`config.mk`:
```
export PLATFORM = sky130hd
export DESIGN_NAME = bounded_deque_engine_flat
export DESIGN_NICKNAME = d
export VERILOG_FILES = /design/src/rtl/bde_pkg.sv /design/src/rtl/bde_if.sv /design/src/rtl/bde_dp.sv /design/src/rtl/bde_ctrl.sv /design/src/rtl/bounded_deque_engine.sv /design/src/flat_wrapper.sv
export VERILOG_INCLUDE_DIRS = /design/src /design/src/rtl
export SDC_FILE = /design/constraint.sdc
export NUM_CORES = 2
export LEC_CHECK = 0
export BUFFER_PORTS_ARGS = -buffer_cell sky130_fd_sc_hd__buf_2
export CAP_MARGIN = 40
export CELL_PAD_IN_SITES_DETAIL_PLACEMENT = 1
export CELL_PAD_IN_SITES_GLOBAL_PLACEMENT = 2
export CORE_MARGIN = 2
export CORE_UTILIZATION = 25
export CTS_CLUSTER_DIAMETER = 60
export DETAILED_ROUTE_END_ITERATION = 7
export PLACE_DENSITY_LB_ADDON = 0.1
export RECOVER_POWER = 50
export SKIP_LAST_GASP = 1
export SLEW_MARGIN = 40
export SYNTH_ARGS = -nofsm -noshare
export SYNTH_HDL_FRONTEND = slang
export SYNTH_SLANG_ARGS = --single-unit
```
`constraint.sdc`:
```
create_clock -name clk -period 17.3 [get_ports clk]
set_input_delay 2.595 -clock clk [delete_from_list [all_inputs] [get_ports clk]]
set_output_delay 2.595 -clock clk [all_outputs]
set_load 0.03 [all_outputs]
```
`src/rtl/bounded_deque_engine_defines.svh`:
```
// Assertion macros used by the deque engine controller.
`ifndef BOUNDED_DEQUE_ENGINE_DEFINES_SVH
`define BOUNDED_DEQUE_ENGINE_DEFINES_SVH

// Same-cycle implication, sampled on clk, off while arst_n is low.
`define BDE_ASSERT_IMP(name, ante, cons, msg) \
	name: assert property (@(posedge clk) disable iff (!arst_n) (ante) |-> (cons)) \
		else $error(msg);

// Next-cycle implication, sampled on clk, off while arst_n is low.
`define BDE_ASSERT_NXT(name, ante, cons, msg) \
	name: assert property (@(posedge clk) disable iff (!arst_n) (ante) |=> (cons)) \
		else $error(msg);

`endif

```
`src/rtl/bde_pkg.sv`:
```
`timescale 1ns / 1ps
package bde_pkg;

	localparam logic [3:0] OP_PUSH_BACK  = 4'd0;
	localparam logic [3:0] OP_PUSH_FRONT = 4'd1;
	localparam logic [3:0] OP_POP_BACK   = 4'd2;
	localparam logic [3:0] OP_POP_FRONT  = 4'd3;
	localparam logic [3:0] OP_CLEAR      = 4'd4;
	localparam logic [3:0] OP_ROTATE     = 4'd5;
	localparam logic [3:0] OP_REVERSE    = 4'd6;
	localparam logic [3:0] OP_READ       = 4'd7;
	localparam logic [3:0] OP_WRITE      = 4'd8;
	localparam logic [3:0] OP_DELETE     = 4'd9;
	localparam logic [3:0] OP_INSERT     = 4'd10;
	localparam logic [3:0] OP_REMOVE     = 4'd11;
	localparam logic [3:0] OP_CONTAINS   = 4'd12;

	localparam logic [2:0] ST_OK        = 3'd0;
	localparam logic [2:0] ST_EMPTY     = 3'd1;
	localparam logic [2:0] ST_RANGE     = 3'd2;
	localparam logic [2:0] ST_AT_MAX    = 3'd3;
	localparam logic [2:0] ST_NOT_FOUND = 3'd4;
	localparam logic [2:0] ST_OVERFLOW  = 3'd5;

	localparam logic [1:0] REG_BOUND  = 2'd0;
	localparam logic [1:0] REG_MAXLEN = 2'd1;

	typedef enum logic [4:0] {
		ACT_NONE,
		ACT_LOAD,
		ACT_STATUS,
		ACT_PUSH,
		ACT_CLEAR,
		ACT_RANGE,
		ACT_RD_A,
		ACT_RD_A1,
		ACT_RD_B_SAVE,
		ACT_RD_BM1,
		ACT_TAKE,
		ACT_WR_WORD,
		ACT_WR_A_RD_INC,
		ACT_WR_A_RD,
		ACT_WR_B_RD_DEC,
		ACT_WR_B_TMP,
		ACT_INC_A,
		ACT_DEC,
		ACT_INS_FIN,
		ACT_FOUND,
		ACT_DIV_INIT,
		ACT_DIV_STEP,
		ACT_DIV_FIX,
		ACT_EMIT
	} act_t;

	typedef enum logic [1:0] {
		SEL_IDX,
		SEL_ALL,
		SEL_LOW,
		SEL_HIGH
	} sel_t;

	typedef struct packed {
		act_t       act;
		sel_t       sel;
		logic [2:0] st;
	} cmd_t;

	typedef struct packed {
		logic [3:0] op;
		logic       empty;
		logic       lt2;
		logic       full;
		logic       bfull;
		logic       idx_ok;
		logic       match;
		logic       a_lt_b;
		logic       a_lt_cnt;
		logic       shift_del;
		logic       shift_ins;
		logic       div_last;
		logic       k_zero;
	} sts_t;

endpackage

```
`src/rtl/bde_if.sv`:
```
`timescale 1ns / 1ps
interface bde_req_if;
	logic        valid;
	logic        ready;
	logic [3:0]  op;
	logic [31:0] data_word;
	logic [31:0] position;
	modport source(output valid, op, data_word, position, input ready);
	modport sink(input valid, op, data_word, position, output ready);
endinterface

interface bde_rsp_if;
	logic        valid;
	logic        ready;
	logic [31:0] read_value;
	logic [2:0]  status;
	logic        found;
	logic [6:0]  length;
	modport source(output valid, read_value, status, found, length, input ready);
	modport sink(input valid, read_value, status, found, length, output ready);
endinterface

interface bde_cfg_if;
	logic       valid;
	logic       ready;
	logic [1:0] index;
	logic [7:0] data;
	modport source(output valid, index, data, input ready);
	modport sink(input valid, index, data, output ready);
endinterface

```
`src/rtl/bde_dp.sv`:
```
`timescale 1ns / 1ps
module bde_dp #(
	parameter int DEPTH      = 64,
	parameter int DATA_WIDTH = 32
) (
	input  logic          clk,
	input  logic          arst_n,
	input  bde_pkg::cmd_t cmd,
	output bde_pkg::sts_t sts,
	input  logic [3:0]    in_op,
	input  logic [31:0]   in_word,
	input  logic [31:0]   in_pos,
	input  logic          cfg_we,
	input  logic [1:0]    cfg_idx,
	input  logic [7:0]    cfg_data,
	output logic [31:0]   out_rv,
	output logic [2:0]    out_st,
	output logic          out_found,
	output logic [6:0]    out_len
);
	import bde_pkg::*;

	localparam int AW = $clog2(DEPTH);
	localparam int CW = $clog2(DEPTH + 1);
	localparam int MW = (CW > 7) ? CW : 7;
	localparam int DW = DATA_WIDTH;
	localparam logic [CW-1:0] DEPTH_C = CW'(DEPTH);
	localparam logic [AW-1:0] LAST_C  = AW'(DEPTH - 1);

	logic [DW-1:0] slots_q [DEPTH];

	logic [3:0]    op_q;
	logic [DW-1:0] word_q;
	logic [31:0]   pos_q;
	logic [AW-1:0] head_q;
	logic [CW-1:0] count_q;
	logic [CW-1:0] a_q, b_q, k_q, rem_q;
	logic [DW-1:0] tmp_q, rd_q, rv_q;
	logic [2:0]    st_q;
	logic          fd_q;
	logic [31:0]   dvd_q;
	logic [4:0]    dcnt_q;
	logic          bound_q;
	logic [6:0]    maxlen_q;

	logic [DW+31:0]   wext, rext;
	logic [CW+6:0]    lext;
	logic signed [32:0] pe, cnt_s;
	logic [CW-1:0]    clamp, idx_res;
	logic [CW:0]      dtry, dsub, cnt_x;
	logic [31:0]      pos_abs;
	logic [AW-1:0]    hm1, hp1;
	logic [CW-1:0]    ridx;
	logic             re, we;
	logic [AW-1:0]    waddr;
	logic [DW-1:0]    wdata;
	logic [MW-1:0]    cnt_m, max_m;

	function automatic logic [AW-1:0] phys(logic [AW-1:0] h, logic [CW-1:0] i);
		logic [CW:0] s;
		s = {{(CW+1-AW){1'b0}}, h} + {1'b0, i};
		if (s >= {1'b0, DEPTH_C}) begin
			s = s - {1'b0, DEPTH_C};
		end
		return s[AW-1:0];
	endfunction

	assign wext    = {{DW{1'b0}}, in_word};
	assign rext    = {32'd0, rv_q};
	assign lext    = {7'd0, count_q};
	assign cnt_s   = $signed({{(33-CW){1'b0}}, count_q});
	assign pe      = $signed({pos_q[31], pos_q}) + (pos_q[31] ? cnt_s : 33'sd0);
	assign pos_abs = pos_q[31] ? (~pos_q + 32'd1) : pos_q;
	assign cnt_x   = {1'b0, count_q};
	assign dtry    = {rem_q, dvd_q[31]};
	assign dsub    = dtry - cnt_x;
	assign hm1     = (head_q == '0) ? LAST_C : head_q - AW'(1);
	assign hp1     = (head_q == LAST_C) ? '0 : head_q + AW'(1);
	assign cnt_m   = MW'(count_q);
	assign max_m   = MW'(maxlen_q);

	always_comb begin
		if (pe[32]) begin
			clamp = '0;
		end else if (pe > cnt_s) begin
			clamp = count_q;
		end else begin
			clamp = pe[CW-1:0];
		end
		unique case (op_q)
			OP_POP_BACK: idx_res = count_q - CW'(1);
			OP_READ, OP_WRITE, OP_DELETE: idx_res = pe[CW-1:0];
			OP_INSERT: idx_res = clamp;
			default: idx_res = '0;
		endcase
	end

	always_comb begin
		sts.op        = op_q;
		sts.empty     = (count_q == '0);
		sts.lt2       = (count_q < CW'(2));
		sts.full      = (count_q >= DEPTH_C);
		sts.bfull     = bound_q && (cnt_m >= max_m);
		sts.idx_ok    = !pe[32] && (pe < cnt_s);
		sts.match     = (rd_q == word_q);
		sts.a_lt_b    = (a_q < b_q);
		sts.a_lt_cnt  = (a_q < count_q);
		sts.shift_del = (({1'b0, a_q} + {{CW{1'b0}}, 1'b1}) < cnt_x);
		sts.shift_ins = (b_q > a_q);
		sts.div_last  = (dcnt_q == 5'd31);
		sts.k_zero    = (k_q == '0);
	end

	always_comb begin
		re   = 1'b1;
		ridx = a_q;
		unique case (cmd.act)
			ACT_RD_A: ridx = a_q;
			ACT_RD_A1: ridx = a_q + CW'(1);
			ACT_RD_B_SAVE: ridx = b_q;
			ACT_RD_BM1: ridx = b_q - CW'(1);
			default: re = 1'b0;
		endcase
	end

	always_comb begin
		we    = 1'b1;
		waddr = phys(head_q, a_q);
		wdata = word_q;
		unique case (cmd.act)
			ACT_PUSH: waddr = (op_q == OP_PUSH_BACK) ? phys(head_q, count_q) : hm1;
			ACT_WR_WORD, ACT_INS_FIN: wdata = word_q;
			ACT_WR_A_RD_INC, ACT_WR_A_RD: wdata = rd_q;
			ACT_WR_B_RD_DEC: begin
				waddr = phys(head_q, b_q);
				wdata = rd_q;
			end
			ACT_WR_B_TMP: begin
				waddr = phys(head_q, b_q);
				wdata = tmp_q;
			end
			default: we = 1'b0;
		endcase
	end

	always_ff @(posedge clk) begin
		if (we) begin
			slots_q[waddr] <= wdata;
		end
		if (re) begin
			rd_q <= slots_q[phys(head_q, ridx)];
		end
	end

	always_ff @(posedge clk or negedge arst_n) begin
		if (!arst_n) begin
			head_q   <= '0;
			count_q  <= '0;
			bound_q  <= 1'b0;
			maxlen_q <= 7'd64;
		end else begin
			if (cfg_we && cfg_idx == REG_BOUND) begin
				bound_q <= cfg_data[0];
			end
			if (cfg_we && cfg_idx == REG_MAXLEN) begin
				maxlen_q <= cfg_data[6:0];
			end
			unique case (cmd.act)
				ACT_PUSH: begin
					if (op_q == OP_PUSH_BACK) begin
						if (sts.bfull) begin
							head_q <= hp1;
						end else begin
							count_q <= count_q + CW'(1);
						end
					end else begin
						head_q <= hm1;
						if (!sts.bfull) begin
							count_q <= count_q + CW'(1);
						end
					end
				end
				ACT_CLEAR: begin
					head_q  <= '0;
					count_q <= '0;
				end
				ACT_TAKE: begin
					if (op_q == OP_POP_BACK) begin
						count_q <= count_q - CW'(1);
					end else if (op_q == OP_POP_FRONT) begin
						head_q  <= hp1;
						count_q <= count_q - CW'(1);
					end
				end
				ACT_DEC: count_q <= count_q - CW'(1);
				ACT_INS_FIN: count_q <= count_q + CW'(1);
				default: ;
			endcase
		end
	end

	always_ff @(posedge clk) begin
		unique case (cmd.act)
			ACT_LOAD: begin
				op_q   <= in_op;
				word_q <= wext[DW-1:0];
				pos_q  <= in_pos;
				rv_q   <= '0;
				st_q   <= ST_OK;
				fd_q   <= 1'b0;
			end
			ACT_STATUS: st_q <= cmd.st;
			ACT_RANGE: begin
				unique case (cmd.sel)
					SEL_IDX: begin
						a_q <= idx_res;
						b_q <= count_q;
					end
					SEL_ALL: begin
						a_q <= '0;
						b_q <= count_q - CW'(1);
					end
					SEL_LOW: begin
						a_q <= '0;
						b_q <= k_q - CW'(1);
					end
					SEL_HIGH: begin
						a_q <= k_q;
						b_q <= count_q - CW'(1);
					end
				endcase
			end
			ACT_TAKE: rv_q <= rd_q;
			ACT_RD_B_SAVE: tmp_q <= rd_q;
			ACT_WR_A_RD_INC, ACT_INC_A: a_q <= a_q + CW'(1);
			ACT_WR_B_RD_DEC: b_q <= b_q - CW'(1);
			ACT_WR_B_TMP: begin
				a_q <= a_q + CW'(1);
				b_q <= b_q - CW'(1);
			end
			ACT_FOUND: fd_q <= 1'b1;
			ACT_DIV_INIT: begin
				dvd_q  <= pos_abs;
				rem_q  <= '0;
				dcnt_q <= '0;
			end
			ACT_DIV_STEP: begin
				rem_q  <= (dtry >= cnt_x) ? dsub[CW-1:0] : dtry[CW-1:0];
				dvd_q  <= {dvd_q[30:0], 1'b0};
				dcnt_q <= dcnt_q + 5'd1;
			end
			ACT_DIV_FIX: k_q <= (pos_q[31] && rem_q != '0) ? count_q - rem_q : rem_q;
			ACT_EMIT: begin
				out_rv    <= rext[31:0];
				out_st    <= st_q;
				out_found <= fd_q;
				out_len   <= lext[6:0];
			end
			default: ;
		endcase
	end

endmodule

```
`src/rtl/bde_ctrl.sv`:
```
`timescale 1ns / 1ps
`include "bounded_deque_engine_defines.svh"
module bde_ctrl (
	input  logic          clk,
	input  logic          arst_n,
	input  logic          in_valid,
	output logic          in_ready,
	output logic          out_valid,
	input  logic          out_ready,
	output bde_pkg::cmd_t cmd,
	input  bde_pkg::sts_t sts
);
	import bde_pkg::*;

	typedef enum logic [4:0] {
		S_IDLE, S_EXEC, S_RD1, S_GET1, S_WR1,
		S_DEL_CHK, S_DEL_WR, S_SRCH_CHK, S_SRCH_CMP,
		S_INS_CHK, S_INS_WR, S_REV_CHK, S_REV_RDB, S_REV_WRA, S_REV_WRB,
		S_DIV, S_FIX, S_ROT0, S_DONE
	} state_t;

	state_t     state_q, state_d;
	logic [1:0] phase_q, phase_d;
	logic       out_valid_q;
	logic       emit;

	assign in_ready  = (state_q == S_IDLE);
	assign out_valid = out_valid_q;

	always_comb begin
		state_d = state_q;
		phase_d = phase_q;
		emit    = 1'b0;
		cmd     = '{act: ACT_NONE, sel: SEL_IDX, st: ST_OK};
		unique case (state_q)
			S_IDLE: begin
				if (in_valid) begin
					cmd.act = ACT_LOAD;
					state_d = S_EXEC;
				end
			end
			S_EXEC: begin
				state_d = S_DONE;
				unique case (sts.op)
					OP_PUSH_BACK, OP_PUSH_FRONT: begin
						if (sts.bfull && sts.empty) begin
							cmd.act = ACT_NONE;
						end else if (!sts.bfull && sts.full) begin
							cmd.act = ACT_STATUS;
							cmd.st  = ST_OVERFLOW;
						end else begin
							cmd.act = ACT_PUSH;
						end
					end
					OP_POP_BACK, OP_POP_FRONT: begin
						if (sts.empty) begin
							cmd.act = ACT_STATUS;
							cmd.st  = ST_EMPTY;
						end else begin
							cmd.act = ACT_RANGE;
							state_d = S_RD1;
						end
					end
					OP_CLEAR: cmd.act = ACT_CLEAR;
					OP_ROTATE: begin
						if (!sts.lt2) begin
							cmd.act = ACT_DIV_INIT;
							state_d = S_DIV;
						end
					end
					OP_REVERSE: begin
						if (!sts.lt2) begin
							cmd.act = ACT_RANGE;
							cmd.sel = SEL_ALL;
							phase_d = 2'd2;
							state_d = S_REV_CHK;
						end
					end
					OP_READ, OP_WRITE, OP_DELETE: begin
						if (!sts.idx_ok) begin
							cmd.act = ACT_STATUS;
							cmd.st  = ST_RANGE;
						end else begin
							cmd.act = ACT_RANGE;
							priority case (sts.op)
								OP_READ: state_d = S_RD1;
								OP_WRITE: state_d = S_WR1;
								default: state_d = S_DEL_CHK;
							endcase
						end
					end
					OP_INSERT: begin
						if (sts.bfull) begin
							cmd.act = ACT_STATUS;
							cmd.st  = ST_AT_MAX;
						end else if (sts.full) begin
							cmd.act = ACT_STATUS;
							cmd.st  = ST_OVERFLOW;
						end else begin
							cmd.act = ACT_RANGE;
							state_d = S_INS_CHK;
						end
					end
					OP_REMOVE, OP_CONTAINS: begin
						cmd.act = ACT_RANGE;
						state_d = S_SRCH_CHK;
					end
					default: ;
				endcase
			end
			S_RD1: begin
				cmd.act = ACT_RD_A;
				state_d = S_GET1;
			end
			S_GET1: begin
				cmd.act = ACT_TAKE;
				state_d = S_DONE;
			end
			S_WR1: begin
				cmd.act = ACT_WR_WORD;
				state_d = S_DONE;
			end
			S_DEL_CHK: begin
				if (sts.shift_del) begin
					cmd.act = ACT_RD_A1;
					state_d = S_DEL_WR;
				end else begin
					cmd.act = ACT_DEC;
					state_d = S_DONE;
				end
			end
			S_DEL_WR: begin
				cmd.act = ACT_WR_A_RD_INC;
				state_d = S_DEL_CHK;
			end
			S_SRCH_CHK: begin
				if (sts.a_lt_cnt) begin
					cmd.act = ACT_RD_A;
					state_d = S_SRCH_CMP;
				end else begin
					if (sts.op == OP_REMOVE) begin
						cmd.act = ACT_STATUS;
						cmd.st  = ST_NOT_FOUND;
					end
					state_d = S_DONE;
				end
			end
			S_SRCH_CMP: begin
				if (!sts.match) begin
					cmd.act = ACT_INC_A;
					state_d = S_SRCH_CHK;
				end else if (sts.op == OP_REMOVE) begin
					state_d = S_DEL_CHK;
				end else begin
					cmd.act = ACT_FOUND;
					state_d = S_DONE;
				end
			end
			S_INS_CHK: begin
				if (sts.shift_ins) begin
					cmd.act = ACT_RD_BM1;
					state_d = S_INS_WR;
				end else begin
					cmd.act = ACT_INS_FIN;
					state_d = S_DONE;
				end
			end
			S_INS_WR: begin
				cmd.act = ACT_WR_B_RD_DEC;
				state_d = S_INS_CHK;
			end
			S_REV_CHK: begin
				if (sts.a_lt_b) begin
					cmd.act = ACT_RD_A;
					state_d = S_REV_RDB;
				end else if (phase_q == 2'd0) begin
					cmd.act = ACT_RANGE;
					cmd.sel = SEL_LOW;
					phase_d = 2'd1;
				end else if (phase_q == 2'd1) begin
					cmd.act = ACT_RANGE;
					cmd.sel = SEL_HIGH;
					phase_d = 2'd2;
				end else begin
					state_d = S_DONE;
				end
			end
			S_REV_RDB: begin
				cmd.act = ACT_RD_B_SAVE;
				state_d = S_REV_WRA;
			end
			S_REV_WRA: begin
				cmd.act = ACT_WR_A_RD;
				state_d = S_REV_WRB;
			end
			S_REV_WRB: begin
				cmd.act = ACT_WR_B_TMP;
				state_d = S_REV_CHK;
			end
			S_DIV: begin
				cmd.act = ACT_DIV_STEP;
				if (sts.div_last) begin
					state_d = S_FIX;
				end
			end
			S_FIX: begin
				cmd.act = ACT_DIV_FIX;
				state_d = S_ROT0;
			end
			S_ROT0: begin
				if (sts.k_zero) begin
					state_d = S_DONE;
				end else begin
					cmd.act = ACT_RANGE;
					cmd.sel = SEL_ALL;
					phase_d = 2'd0;
					state_d = S_REV_CHK;
				end
			end
			S_DONE: begin
				if (!out_valid_q || out_ready) begin
					cmd.act = ACT_EMIT;
					emit    = 1'b1;
					state_d = S_IDLE;
				end
			end
			default: state_d = S_IDLE;
		endcase
	end

	always_ff @(posedge clk or negedge arst_n) begin
		if (!arst_n) begin
			state_q     <= S_IDLE;
			phase_q     <= 2'd2;
			out_valid_q <= 1'b0;
		end else begin
			state_q <= state_d;
			phase_q <= phase_d;
			if (emit) begin
				out_valid_q <= 1'b1;
			end else if (out_ready) begin
				out_valid_q <= 1'b0;
			end
		end
	end

	`BDE_ASSERT_NXT(a_div_exit, (state_q == S_DIV && sts.div_last), (state_q == S_FIX), "divide did not finish")
	`BDE_ASSERT_NXT(a_done_hold, (state_q == S_DONE && out_valid_q && !out_ready), (state_q == S_DONE && out_valid_q), "result lost under stall")
	`BDE_ASSERT_NXT(a_srch_end, (state_q == S_SRCH_CHK && !sts.a_lt_cnt), (state_q == S_DONE), "search ran past length")

endmodule

```
`src/rtl/bounded_deque_engine.sv`:
```
`timescale 1ns / 1ps
// Bounded double-ended queue of words held in a ring of DEPTH slots.
// req carries one item per op (op, data_word, position); rsp returns one item
// per req item (read_value, status, found, length). cfg writes bound_enable
// (index 0) and max_length (index 1); cfg is always ready. cfg must be
// written only while no op is in flight; the block does not enforce this.
// The sequencer takes one step a cycle, but holds a finished result while
// rsp stalls. Delete and insert shift one moved entry at a time; remove and
// contains search entry by entry, and remove then deletes the match; reverse
// swaps pairs; rotate runs a 32-step remainder unit and then three
// reversals, or none when the amount reduces to zero.
// One item is in flight at a time; req is taken again the cycle after the
// result enters the rsp register.
// Each step is bounded by the single read and single write port of the slots.
// Reset clears head, length and the registers (bound off, max_length 64);
// slot contents are left as they are. When rsp stalls, the result holds in
// the rsp register and the next item may still be accepted and worked.
module bounded_deque_engine #(
	parameter int DEPTH      = 64,
	parameter int DATA_WIDTH = 32
) (
	input  logic      clk,
	input  logic      arst_n,
	bde_req_if.sink   req,
	bde_rsp_if.source rsp,
	bde_cfg_if.sink   cfg
);
	import bde_pkg::*;

	cmd_t cmd;
	sts_t sts;

	assign cfg.ready = 1'b1;

	bde_ctrl u_ctrl (
		.clk       (clk),
		.arst_n    (arst_n),
		.in_valid  (req.valid),
		.in_ready  (req.ready),
		.out_valid (rsp.valid),
		.out_ready (rsp.ready),
		.cmd       (cmd),
		.sts       (sts)
	);

	bde_dp #(
		.DEPTH      (DEPTH),
		.DATA_WIDTH (DATA_WIDTH)
	) u_dp (
		.clk       (clk),
		.arst_n    (arst_n),
		.cmd       (cmd),
		.sts       (sts),
		.in_op     (req.op),
		.in_word   (req.data_word),
		.in_pos    (req.position),
		.cfg_we    (cfg.valid),
		.cfg_idx   (cfg.index),
		.cfg_data  (cfg.data),
		.out_rv    (rsp.read_value),
		.out_st    (rsp.status),
		.out_found (rsp.found),
		.out_len   (rsp.length)
	);

endmodule

```
`src/flat_wrapper.sv`:
```
// flat-port wrapper written by rule: the top's interface ports become plain ports
module bounded_deque_engine_flat import bde_pkg::*;
#(
	parameter int DEPTH      = 64,
	parameter int DATA_WIDTH = 32
)
  (clk, arst_n, req_valid, req_op, req_data_word, req_position, req_ready, rsp_valid, rsp_read_value, rsp_status, rsp_found, rsp_length, rsp_ready, cfg_valid, cfg_index, cfg_data, cfg_ready);
  bde_req_if req_i ();
  bde_rsp_if rsp_i ();
  bde_cfg_if cfg_i ();
  input  logic clk;
  input  logic arst_n;
  input wire logic [$bits(req_i.valid)-1:0] req_valid;
  input wire logic [$bits(req_i.op)-1:0] req_op;
  input wire logic [$bits(req_i.data_word)-1:0] req_data_word;
  input wire logic [$bits(req_i.position)-1:0] req_position;
  output wire logic [$bits(req_i.ready)-1:0] req_ready;
  output wire logic [$bits(rsp_i.valid)-1:0] rsp_valid;
  output wire logic [$bits(rsp_i.read_value)-1:0] rsp_read_value;
  output wire logic [$bits(rsp_i.status)-1:0] rsp_status;
  output wire logic [$bits(rsp_i.found)-1:0] rsp_found;
  output wire logic [$bits(rsp_i.length)-1:0] rsp_length;
  input wire logic [$bits(rsp_i.ready)-1:0] rsp_ready;
  input wire logic [$bits(cfg_i.valid)-1:0] cfg_valid;
  input wire logic [$bits(cfg_i.index)-1:0] cfg_index;
  input wire logic [$bits(cfg_i.data)-1:0] cfg_data;
  output wire logic [$bits(cfg_i.ready)-1:0] cfg_ready;
  assign req_i.valid = req_valid;
  assign req_i.op = req_op;
  assign req_i.data_word = req_data_word;
  assign req_i.position = req_position;
  assign req_ready = req_i.ready;
  assign rsp_valid = rsp_i.valid;
  assign rsp_read_value = rsp_i.read_value;
  assign rsp_status = rsp_i.status;
  assign rsp_found = rsp_i.found;
  assign rsp_length = rsp_i.length;
  assign rsp_i.ready = rsp_ready;
  assign cfg_i.valid = cfg_valid;
  assign cfg_i.index = cfg_index;
  assign cfg_i.data = cfg_data;
  assign cfg_ready = cfg_i.ready;
  bounded_deque_engine #(.DEPTH(DEPTH), .DATA_WIDTH(DATA_WIDTH)) u_core (.clk(clk), .arst_n(arst_n), .req(req_i), .rsp(rsp_i), .cfg(cfg_i));
endmodule
```
==> run metrics <==
status=finished, violations left; failing checks=max-capacitance violations, max-slew violations; Unique masters post-synth=a little under 100; # hold bufs at CTS=0; Final Hold Fails=0; Die Height=between 600 and 700 um; Critical Path Fanout Max=just under 90; CTS Sinks=2353; # IOs=129; Die X=approximately 620 um; total number of vias=48835; nets@finish=about 5300; FMAX=roughly 77 MHz; Cell Rows=227; CTS root buffer=clkbuf_16; CP top delay family=buffers and inverters; DRT Wirelength=326500 um; Clock Tree Buf Depth=4; syn avg cell area=approximately 20 um^2; total global routing overflow=0; total track usage=0.1658; Synthesized Nets=4944; Synth-to-Final Area Change=17.98%; number of flops mapped to enable cells by yosys=approximately 2300; relative slew slack=-1.410; Post-CTS Setup Bufs=0; post-CTS resize count=0; DR pass1 iterations=6; Yosys Warn Count=0; Layout Skew=0.03968 ns; startpoint types=register; Synth Flop Type=edfxtp_1; Worst Tran Pin Value=3.615 ns; Largest stage delay, worst path=about 1.2 ns; layout cells sized above 1=0.2597; post-synthesis sequential area ratio=0.7344; Synth async-reset ratio=0.01232; min-delay worst type=reg -> reg; commonest non-fill, non-tap cell in the layout=edfxtp_1; clk_lat worst skew=approximately 0.9 ns; CORE AREA=between 0.3 and 0.4 mm^2; routed vias/inst=between 4 and 5; Critical Path RT=~18 ns; HPWL after detailed placement=approximately 180000 um; Setup violations, final=0; Syn Inst Count=~4800; CTS tree=yes; first-pass GRT wire length=around 450000 um; hold_ws=just over 0.4 ns; initial DRC count=3861; max-slew violation count=~2200; RD Place Congestion=0.7286; port bufs=between 100 and 150; Buf/Inv on CP=5; Crit Path Class=reg -> reg; Initial Util=0.2512; fillers=approximately 39000; most frequent cells in the layout=edfxtp_1 (2324), mux4_2 (640), clkbuf_16 (307); slowest CP cell=clkbuf_1; flop and latch count out of synthesis=roughly 2400; Placed Instances=between 9000 and 10000; CTS Buf Count=296; setup_tns=0 ns; H-tree levels=5; die area=between 0.3 and 0.4 mm^2; Non-Filler Instances=~10000; clk slew on worst S/H paths=0.06 ns; unrepaired setup endpoints after global routing=false; initial antenna violation count=20; Period minus WS final=12.99 ns; final worst path period share=0.7510; CP most frequent cell=nand2_1; crit path DAT=13.59 ns; number of global-route vias before repair=roughly 53000; DR WL/cell=around 31 um; CP Capture Type=register; largest net degree at the start of global routing=around 110; max-cap violation count=48; post-route ant nets=0; Synth Cell Area=just under 0.1 mm^2; DRC violation count after routing=0
area by class of cell:
type / instances / area (um^2) / area share
inverter: 68 / 256.5 / 0.002264
antenna: 10 / 25.02 / 0.0002209
timing repair buffer: 292 / 1963 / 0.01733
clock inverter: 155 / 1444 / 0.01275
multi-input combinational: 2107 / 24870 / 0.2195
tap: 5038 / 6304 / 0.05565
sequential: 2353 / 70520 / 0.6225
clock buffer: 365 / 7900 / 0.06974
stage by stage:
stage | cell area [um^2] | util | setup slack, ns
after floorplan | 96020 | - | 8.103
after CTS | 113700 | 0.2974 | 4.934
after global placement | 103900 | 0.2719 | 4.427
final | 113300 | 0.2963 | 4.308
after detailed placement | 104300 | 0.2729 | 4.971
after global routing | 113300 | 0.2962 | 3.575
path summary, 6_finish.rpt:
check                      slack [ns]                          startpoint  depth (start not counted)                              endpoint
setup / recovery                 4.31    u_core.u_dp.cnt_m[2]$_DFFE_PN0P_                         30        u_core.u_dp.rd_q[29]$_DFFE_PP_
hold / removal                   0.41  u_core.u_dp.rv_q[11]$_SDFFCE_PN0P_                          0      u_core.u_dp.out_rv[11]$_DFFE_PN_
setup reg to reg                 4.31    u_core.u_dp.cnt_m[2]$_DFFE_PN0P_                         30        u_core.u_dp.rd_q[29]$_DFFE_PP_
hold reg to reg                  0.41  u_core.u_dp.rv_q[11]$_SDFFCE_PN0P_                          0      u_core.u_dp.out_rv[11]$_DFFE_PN_
max in group asynchronous       13.52                              arst_n                          1  u_core.u_ctrl.state_q[0]$_DFFE_PN0P_
min in group asynchronous        2.36                              arst_n                          1     u_core.u_dp.head_q[0]$_DFFE_PN0P_
registers in the layout, summed over array words and instances (netlist names), 32 cells and up:
name and cells:
u_core.u_dp.dvd_q 32, u_core.u_dp.rd_q 32, u_core.u_dp.tmp_q 32, u_core.u_dp.slots_q 2048
u_core.u_dp.out_rv 32, u_core.u_dp.rv_q 32, u_core.u_dp.pos_q 32, u_core.u_dp.word_q 32
routing by layer:
metal  GRT usage  share of wire
met3     0.02083          0.040
met1      0.2270           0.45
met4     0.03236          0.018
met2      0.2827           0.50
met5           0              0
Yosys cell counts, drive strengths merged (7+ instances only):
cell type	number	area share
edfxtp	2324	0.73
mux4	640	0.15
nand2	207	0.0083
clkbuf	184	0.0072
nor2	182	0.0071
o21ai	116	0.0061
mux2i	103	0.011
a21oi	96	0.0050
ha	83	0.011
xnor2	72	0.0066
inv	68	0.0027
nand3	68	0.0035
buf	60	0.0037
xor2	46	0.0042
and3	44	0.0029
a22oi	38	0.0030
nor3	31	0.0017
dfrtp	27	0.0070
nand2b	27	0.0018
nand4	26	0.0017
a21o	23	0.0018
nor4	23	0.0022
and2	20	0.0013
a31oi	19	0.0014
nor2b	19	0.0012
or3	19	0.0013
a211oi	16	0.0014
o31ai	15	0.0012
mux2	14	0.0016
nand3b	11	0.00086
o22ai	10	0.00065
o211ai	9	0.00070
a211o	7	0.00064
nor3b	7	0.00065
o21a	7	0.00055
o221ai	7	0.00070
o41ai	7	0.00072
or2	7	0.00046
or4	7	0.00055
kinds of logic (layout without fill, tap and decap cells):
family | Yosys count | after routing | synth area share
DFF | 2353 | 2353 | 0.7344
muxes | 757 | 757 | 0.1625
and+or+nand+nor | 714 | 714 | 0.03709
AOI/OAI and AO/OA | 428 | 428 | 0.02954
buffers and inverters | 312 | 880 | 0.01359
xor gates and xnor gates | 118 | 118 | 0.01076
adders and majority gates | 89 | 89 | 0.01207
other | 1 | 11 | 0.00003906
Power is left out: the tool's default activity adds up to more than one toggle a clock period on the data nets, which glitch-free logic cannot reach.
